File: src/ihq_ram.sv
// ============================================================================
// ihq_ram: generic simple dual-port RAM
// One write port and one read port; read data is registered.
// ============================================================================
module ihq_ram #(
    parameter int unsigned WIDTH = 8,
    parameter int unsigned DEPTH = 16
) (
    input  logic                     aclk,
    input  logic                     we,
    input  logic [$clog2(DEPTH)-1:0] waddr,
    input  logic [WIDTH-1:0]         wdata,
    input  logic [$clog2(DEPTH)-1:0] raddr,
    output logic [WIDTH-1:0]         rdata
);

    logic [WIDTH-1:0] mem [DEPTH];

    always_ff @(posedge aclk) begin
        if (we) begin
            mem[waddr] <= wdata;
        end
        rdata <= mem[raddr];
    end

endmodule

File: config.mk
export PLATFORM = sky130hd
export DESIGN_NAME = ihq_ram
export DESIGN_NICKNAME = d
export VERILOG_FILES = /design/src/ihq_ram.sv
export SDC_FILE = /design/constraint.sdc
export NUM_CORES = 1
export LEC_CHECK = 0
export BUFFER_PORTS_ARGS = -buffer_cell sky130_fd_sc_hd__clkbuf_2
export CORE_ASPECT_RATIO = 1.5
export CORE_MARGIN = 8
export CORE_UTILIZATION = 25
export DETAILED_ROUTE_END_ITERATION = 10
export HOLD_SLACK_MARGIN = 0.08
export SYNTH_ARGS = -nofsm -noshare
export SYNTH_HDL_FRONTEND = slang
export SYNTH_SLANG_ARGS = --single-unit
File: constraint.sdc
create_clock -name aclk -period 3.2 [get_ports aclk]
set_input_delay 0.16 -clock aclk [delete_from_list [all_inputs] [get_ports aclk]]
set_output_delay 0.16 -clock aclk [all_outputs]
set_load 0.02 [all_outputs]
==> run_results.csv, run 1 <==
group,metric,value,unit
clocking,cts_hold_buffers,0,
route,viasPerCell,4.21,
logic_synthesis,synth_compound_area_share,2.33,%
cells_and_area,multi_input_area,1060,um2
logic_synthesis,synth-seq-cells,136,
timing,slew_headroom,34.0,%
clocking,htree_levels,4,
setup_path,reg2reg_to,"rdata[5]",
floorplan,start_util,25.3,%
power_and_ir_drop,p_leak,2.03,nW
setup_path,path_class,"in2reg",
outcome,status,"finished, final reports clean",
logic_synthesis,synth_top_area_cell,"edfxtp_1",
route,ant_nets,0,
logic_synthesis,synth_flop_cell,"edfxtp_1",
cells_and_area,drive_gt1_share,28.5,%
logic_synthesis,synth_xor_area_share,0,%
route,dr_total_vias,2292,
global_routing,grt_use_total,8.36,%
setup_path,cp_num_buf_inv,2,
logic_synthesis,avgSynthCellArea,22.5,um2
global_routing,grt_max_degree,33,
logic_synthesis,yosysSeqAreaShare,77.8,%
floorplan,core,20300,um2
timing,setup_tns,0,ps
timing,setup_violations,0,
timing,slew_viol_final,0,
cells_and_area,stdcell_area,6180,um2
placement,place_hpwl,6710,um
setup_path,cp.depth,5,
logic_synthesis,synth_top_family_by_area,"multiplexers",
setup_path,r2r_start,"mem[0][5]",
run,max-cap-violations,0,
setup_path,critPathTopFamily,"multiplexers",
timing,skew,8.02,ps
setup_path,rr_worst_depth,3,
clocking,cts_resized,0,
logic_synthesis,synth.area.mux_share,15.0,%
setup_path,cp-endpoint,"rdata[1]",
logic_synthesis,synthAdderAreaFrac,0,%
timing,min_period,1450,ps
logic_synthesis,synth_enable_flop_cells,128,
power_and_ir_drop,ir_drop,0.390,mV
cells_and_area,fillers,1995,
floorplan,die_y,192,um
setup_path,slowest_delay,680,ps
global_routing,antenna_found_initial,0,
logic_synthesis,syn_area,5150,um2
min_path,hold_path_class,"in2reg",
placement,port_buffers,25,
logic_synthesis,ys_types,19,
setup_path,crit_arrival,1730,ps
cells_and_area,stdcell_count,545,
setup_path,cp_cell_sequence,"clkbuf_2 -> buf_4 -> mux4_1 -> a22oi_1 -> nand2_1",
setup_path,worstPathMaxFanout,32,
logic_synthesis,async_reset_ff_share,0,%
timing,hold_violations,0,
timing,grt_setup_unrepaired,"false",
clocking,cts_sinks,136,
cells_and_area,syn_to_final_growth,20.1,%
clocking,clkLatencyLatePin,400,ps
logic_synthesis,synth.most_common_cell,"edfxtp_1",
timing,fmax,0.689,GHz
route,routedWlPerCell,18.3,um
clocking,clk_pin_slew,60,ps
floorplan,die_area,25500,um2
power_and_ir_drop,power,4.22,mW
setup_path,start_kind,"input port",
cells_and_area,antenna_cells,0,
setup_path,regToRegSetupSlack,1840,ps
route,drtIter0Drc,210,
placement,placed_area,5550,um2
timing,worst_pin_slew,987,ps
global_routing,first_global_vias,2597,
route,wirelength,9970,um
clocking,cts_buffers,17,
setup_path,startpoint,"raddr[0]",
clocking,cts_root_buf,"clkbuf_16",
logic_synthesis,yosys.area_share.simple,3.18,%
min_path,worstHoldPathCells,1,
setup_path,critPathSlowestCell,"mux4_1",
floorplan,io_pins,26,
route,firstDrtPassIters,4,
cells_and_area,fin_nets,286,
logic_synthesis,ys_top_cells_by_count,"edfxtp_1 (128), mux4_2 (18), a22oi_1 (16)",
placement,dpl.cell_count,513,
route,drcViolationCount,0,
power_and_ir_drop,powerDensity,683,nW/um2
timing,whs,165,ps
logic_synthesis,netlist_instances,229,
global_routing,grt_pass1_wl,15500,um
setup_path,worstPathRequired,3480,ps
placement,gp_congestion,0.699,
global_routing,grt-ovfl-total,0,
timing,period_share,45.4,%
cells_and_area,regArea,4000,um2
clocking,max-clock-path-buffers,2,
clocking,tritoncts,"yes",
logic_synthesis,synth.area.top_cells,"edfxtp_1 (75%), mux4_2 (7.9%), mux4_1 (7.1%)",
logic_synthesis,syn-num-nets,247,
logic_synthesis,ys_warn_count,0,
setup_path,crit_path_end_kind,"register",
floorplan,die_w,133,um
floorplan,row_count,64,
clocking,post_cts_buffers,0,
logic_synthesis,netlist.area_leader.share,74.7,%
[cell usage in the layout (no fill, tap or decap)]
cell        count
edfxtp_1      128
clkbuf_2       25
mux4_2         18
clkbuf_16      17
a22oi_1        16
mux4_1         14
nor2_1         13
nand2_1         9
dfxtp_1         8
clkinv_4        5
buf_4           5
nor3_1          4
bufinv_16       4
nand3b_1        2
nand2b_1        2
clkinv_2        2
inv_6           2
nor2b_1         1
and2_1          1
and2b_1         1
nand3_1         1
or3b_2          1
clkbuf_1        1
clkinvlp_4      1
[per-stage QoR]
stage                     util (%)  worst slack, ps
after CTS                     30.4             1720
after detailed placement      27.3             1280
final                         30.4             1750
after global routing          30.4             1640
after floorplan                  -             1550
after global placement        27.3             1300
[routing by layer]
layer / vias up / share of wire (%) / track usage [%]
met4: 0 / 1.7 / 3.38
met1: 1166 / 42 / 9.68
met3: 12 / 3.3 / 2.70
met2: 60 / 53 / 14.1
met5: - / 0 / 0
li1: 1054 / - / -
[power by group]
part	total, mW	leakage, nW	switching, mW	internal, mW
Sequential	2.01	1.22	0.0138	1.99
Combinational	0.186	0.500	0.114	0.0722
Clock	2.03	0.305	0.720	1.31
Total	4.22	2.03	0.847	3.38
[worst min-delay path by stage]
stage,start,end,slack [ps]
3_3_place_gp,wdata[0],mem[6][0],560
5_1_grt,wdata[0],mem[0][0],170
2_1_floorplan,wdata[0],mem[0][0],260
4_1_cts,wdata[0],mem[6][0],150
6_report,wdata[0],mem[4][0],160
3_5_place_dp,wdata[0],mem[6][0],590
[kinds of logic (layout without fill, tap and decap cells)]
family | after synthesis | in the layout
AOI/OAI and AO/OA | 16 | 16
muxes | 32 | 32
buffers and inverters | 10 | 62
and+or+nand+nor | 35 | 35
DFF | 136 | 136
[flip-flops by register name, indices dropped and copies added (netlist names)]
register	flops
mem	128
rdata	8
[worst reg2reg max path, cell delays in order (launching register included)]
cell and delay [ps]:
edfxtp_1 400, mux4_1 510, a22oi_1 240, nand2_1 90
[final cells by class]
class / count / area share (%)
well taps: 264 / 5.34
clock buffers: 18 / 6.94
multi-input cells: 83 / 17.1
clock inverters: 14 / 3.22
flip-flops and latches: 136 / 64.8
repair buffers: 30 / 2.63
No activity file was read; power rests on OpenSTA's default activity.
==> run 2: changes to the inputs <==
Clock period 3.2 ns to 1.3 ns, I/O delays scaled along.
==> run 2 against run 1 <==
Wire length grew 5.9%. First-iteration DRC count shrank 30%. Final cell count grew 3.9%. Via count grew 5.5%. Combinational power grew to 2.9 times the previous value. Critical path type is now reg2reg. Core utilization grew 0.78 points. Power grew 140%. Sequential cell count is the same. Critical endpoint is now rdata[0]. Critical path depth shrank 2. Worst setup slack lost 1700 ps. Hold slack lost 85 ps. Clock skew grew 3.3 ps.
==> run_results.csv, run 2 (synthesis gave the netlist of run 1 again) <==
group,metric,value,unit
timing,hold_violations,0,
clocking,tritoncts,"yes",
route,dr_total_vias,2418,
clocking,cts_sinks,136,
floorplan,row_count,64,
global_routing,grt_max_degree,33,
global_routing,grt-ovfl-total,0,
floorplan,die_y,192,um
route,firstDrtPassIters,4,
cells_and_area,largest_reg_flops,128,
route,viasPerCell,4.27,
timing,grt_setup_unrepaired,"true",
timing,min_period,1290,ps
setup_path,path_class,"reg2reg",
floorplan,die_area,25500,um2
placement,port_buffers,25,
setup_path,rr_worst_depth,3,
route,wirelength,10600,um
global_routing,grt_use_total,8.64,%
cells_and_area,fin_nets,307,
setup_path,slowest_delay,510,ps
clocking,post_cts_buffers,0,
global_routing,first_global_vias,2686,
route,routedWlPerCell,18.7,um
route,drtIter0Drc,146,
floorplan,start_util,25.3,%
setup_path,critPathSlowestCell,"mux4_2",
placement,place_hpwl,7020,um
setup_path,r2r_start,"mem[6][0]",
power_and_ir_drop,powerDensity,1590,nW/um2
power_and_ir_drop,p_leak,2.07,nW
setup_path,worstPathMaxFanout,1,
cells_and_area,final_common_cell,"edfxtp_1",
power_and_ir_drop,ir_drop,0.731,mV
clocking,max-clock-path-buffers,2,
min_path,hold_path_class,"in2reg",
setup_path,crit_path_end_kind,"register",
route,drcViolationCount,0,
cells_and_area,reg.largest.list,"mem (128), rdata (8)",
floorplan,die_w,133,um
cells_and_area,syn_to_final_growth,23.2,%
timing,skew,11.3,ps
cells_and_area,utilization,31.2,%
global_routing,grt_pass1_wl,16200,um
power_and_ir_drop,power,10.1,mW
timing,setup_violations,0,
setup_path,startpoint,"mem[6][0]",
timing,slew_headroom,42.7,%
setup_path,cp_cell_sequence,"mux4_2 -> a22oi_2 -> nand2_1",
min_path,hold_start,"wdata[7]",
cells_and_area,regMostFlops,"mem",
clocking,clk_pin_slew,60,ps
clocking,htree_levels,4,
cells_and_area,antenna_cells,0,
cells_and_area,final_cell_mix,"edfxtp_1 (128), mux4_2 (30), clkbuf_2 (25)",
timing,period_share,99.2,%
run,max-cap-violations,0,
timing,fmax,0.776,GHz
route,ant_nets,0,
setup_path,crit_arrival,1580,ps
min_path,worstHoldPathCells,1,
outcome,status,"finished, final reports clean",
clocking,cts_buffers,17,
floorplan,core,20300,um2
placement,gp_congestion,0.701,
global_routing,antenna_found_initial,0,
floorplan,io_pins,26,
timing,slew_viol_final,0,
timing,worst_pin_slew,856,ps
clocking,clkLatencyLatePin,410,ps
setup_path,worstPathRequired,1590,ps
clocking,cts_root_buf,"clkbuf_16",
cells_and_area,drive_gt1_share,39.4,%
setup_path,start_kind,"register",
[run 2: changes by cell type in the layout (fill, tap and decap cells not counted), sizes merged]
| cell | before | now |
|---|---|---|
| buf | 5 | 25 |
| clkinv | 7 | 3 |
| clkinvlp | 1 | 5 |
| clkbuf | 43 | 46 |
| bufinv | 4 | 2 |
| dlygate4sd3 | 0 | 1 |
| inv | 2 | 1 |
[run 2: report_power, final]
group | switching (mW) | total [mW] | internal (mW)
Combinational | 0.306 | 0.534 | 0.229
Sequential | 0.0349 | 4.94 | 4.90
Clock | 1.72 | 4.59 | 2.87
[run 2: final cells by class]
class | instances | area [um2]
fill | 2003 | 14000
tap | 264 | 330
sequential | 136 | 4000
clock inverter | 11 | 125
timing repair buffer | 51 | 373
clock buffer | 21 | 450
multi-input combinational | 83 | 1060
[run 2: per-stage QoR]
stage	hold slack (ps)	setup TNS (ps)	instances	setup WS, ps	instance area, um2
2_1_floorplan	164	-863	229	-31.1	5150
3_3_place_gp	464	-962	533	-171	5760
3_5_place_dp	501	-1330	533	-179	5760
4_1_cts	80.6	0	566	7.09	6360
5_1_grt	90.4	-130	566	-44.3	6340
6_report	79.7	0	566	10.9	6340
[run 2: worst max-delay path, delay by kind of cell, from the launching register on]
family	cells	cell delay (ps)
AOI/OAI and AO/OA	1	190
DFF	1	400
muxes	1	510
and+or+nand+nor	1	80
[run 2: timing repair]
| action | CTS | global route |
|---|---|---|
| hold buffers | 1 | 0 |
| hold endpoints to repair | 3 | 0 |
| gates resized for setup | 8 | 12 |
| pin swaps | 4 | 7 |
| setup endpoints to repair | 5 | 8 |
[run 2: per-layer routing]
layer	part of all wire (%)	vias to the layer above	global-route usage, %
met5	0	-	0
met4	0.74	0	3.55
met3	3.5	6	2.70
met2	54	66	15.5
met1	41	1261	9.26
li1	-	1085	-
[run 2: final timing paths]
kind | slack, ps | end
max reg2reg | 10 | rdata[0]
min | 80 | mem[6][7]
min reg2reg | 660 | rdata[4]
max | 10 | rdata[0]
==> run 3: changes to the inputs <==
Settings changed: CORE_UTILIZATION 25 to 55, CTS_CLUSTER_DIAMETER from default to 50, PLACE_DENSITY from default to 0.73.
Clock period 1.3 ns to 1.5 ns, I/O delays scaled along.
==> run 3 against run 2 <==
Die area shrank 50%. Sequential cell count is the same. Via count grew 2.3%. Clock skew shrank 7.4 ps. Combinational power shrank 19%. Wire length shrank 9.3%. Highest routed layer unchanged.
==> run_results.csv, run 3 (synthesis gave the netlist of run 1 again) <==
group,metric,value,unit
outcome,status,"finished, final reports clean",
setup_path,start_kind,"register",
setup_path,cp.depth,3,
cells_and_area,regMostFlops,"mem",
global_routing,grt-ovfl-total,0,
power_and_ir_drop,switching_share,19.7,%
setup_path,crit_arrival,1630,ps
setup_path,cp-endpoint,"rdata[3]",
route,wirelength,9590,um
route,ant_nets,0,
route,firstDrtPassIters,4,
setup_path,path_class,"reg2reg",
cells_and_area,stdcell_count,415,
clocking,tritoncts,"yes",
timing,worst_pin_slew,373,ps
power_and_ir_drop,pwr-share-comb,5.0,%
cells_and_area,fin_nets,308,
cells_and_area,drive_gt1_share,33.0,%
clocking,cts_root_buf,"clkbuf_16",
cells_and_area,fillers,573,
floorplan,core,9200,um2
timing,skew,3.92,ps
setup_path,worstPathMaxFanout,1,
cells_and_area,largest_reg_flops,128,
floorplan,die_y,134,um
timing,period_share,89.5,%
route,routedWlPerCell,23.1,um
floorplan,io_pins,26,
setup_path,worstPathRequired,1790,ps
power_and_ir_drop,p_switching,1.72,mW
timing,setup_violations,0,
placement,port_buffers,25,
power_and_ir_drop,powerDensity,1420,nW/um2
power_and_ir_drop,ir_drop,0.951,mV
floorplan,row_count,43,
cells_and_area,final_cell_mix,"edfxtp_1 (128), clkbuf_2 (25), buf_4 (24)",
floorplan,start_util,55.9,%
setup_path,slowest_delay,490,ps
global_routing,grt_max_degree,22,
clocking,clkLatencyLatePin,400,ps
clocking,post_cts_buffers,0,
power_and_ir_drop,seq_power_share,48.8,%
power_and_ir_drop,p_leak,2.13,nW
floorplan,die_area,12800,um2
placement,gp_congestion,0.748,
setup_path,r2r_start,"mem[2][3]",
clocking,cts_resized,0,
placement,dpl.cell_count,383,
global_routing,grt_use_total,16.1,%
timing,setup_tns,0,ps
clocking,max-clock-path-buffers,2,
timing,fmax,0.745,GHz
timing,slew_viol_final,0,
cells_and_area,antenna_cells,0,
min_path,hold_path_class,"in2reg",
global_routing,first_global_vias,2633,
clocking,clk_pin_slew,60,ps
clocking,cts_buffers,17,
run,max-cap-violations,0,
global_routing,grt_pass1_wl,14500,um
clocking,cts_hold_buffers,0,
cells_and_area,reg.largest.list,"mem (128), rdata (8)",
clocking,htree_levels,4,
route,viasPerCell,5.96,
timing,slew_headroom,75.1,%
route,drtIter0Drc,207,
route,drcViolationCount,0,
global_routing,antenna_found_initial,0,
setup_path,cp_cell_sequence,"mux4_1 -> a22oi_1 -> nand2_1",
setup_path,crit_path_end_kind,"register",
cells_and_area,syn_to_final_growth,19.6,%
placement,place_hpwl,6350,um
setup_path,cp_num_buf_inv,0,
setup_path,startpoint,"mem[2][3]",
power_and_ir_drop,power,8.75,mW
timing,hold_violations,0,
setup_path,critPathTopFamily,"multiplexers",
cells_and_area,final_common_cell,"edfxtp_1",
power_and_ir_drop,p_clk_share,46.2,%
setup_path,rr_worst_depth,3,
floorplan,die_w,95.0,um
setup_path,critPathSlowestCell,"mux4_1",
power_and_ir_drop,p_int,7.02,mW
route,dr_total_vias,2473,
clocking,cts_sinks,136,
min_path,hold_start,"wdata[4]",
timing,min_period,1340,ps
timing,grt_setup_unrepaired,"false",
setup_path,regToRegSetupSlack,160,ps
setup_path,reg2reg_to,"rdata[3]",
-- run 3: changes by cell type in the layout (fill, tap and decap cells not counted), sizes merged --
cell,previous run,this run
clkinv,3,7
clkbuf,46,43
buf,25,27
clkinvlp,5,3
bufinv,2,3
dlygate4sd3,1,0
-- run 3: metal layers --
metal / GRT usage (%) / vias to the layer above / wire length (um)
met5: 0 / - / 0
met4: 8.28 / 0 / 261
met2: 27.1 / 81 / 5280
li1: - / 1095 / -
met3: 4.94 / 20 / 381
met1: 17.8 / 1277 / 3670
-- run 3: final cells by class --
class | instances | area, um2 | area share, %
clock buffer | 18 | 429 | 6.97
clock inverter | 14 | 156 | 2.54
multi-input combinational | 83 | 1060 | 17.3
sequential | 136 | 4000 | 65.0
tap | 112 | 140 | 2.28
timing repair buffer | 52 | 365 | 5.93
-- run 3: worst min-delay path by stage --
stage	endpoint	slack, ps	cells past startpoint
after floorplan	mem[0][0]	170	0
after global placement	mem[6][4]	480	1
after detailed placement	rdata[0]	490	1
after CTS	mem[6][4]	80	1
after global routing	mem[7][5]	90	1
final	mem[6][4]	80	1
-- run 3: per-stage QoR --
stage / util, % / hold slack, ps / setup slack, ps / instance area, um2
2_1_floorplan: - / 174 / 159 / 5150
3_3_place_gp: 60.6 / 480 / 39.8 / 5570
3_5_place_dp: 60.6 / 494 / 28.7 / 5570
4_1_cts: 66.9 / 80.4 / 158 / 6160
5_1_grt: 66.9 / 92.3 / 93.8 / 6160
6_report: 66.9 / 84.1 / 157 / 6160
-- run 3: power by group through the flow --
stage          logic, mW  clock network [mW]  registers, mW
3_3_place_gp       0.426                   0           4.35
2_1_floorplan      0.216                   0           4.38
3_5_place_dp       0.437                   0           4.35
6_report           0.435                4.04           4.27
4_1_cts            0.443                4.09           4.27
5_1_grt            0.466                4.26           4.28
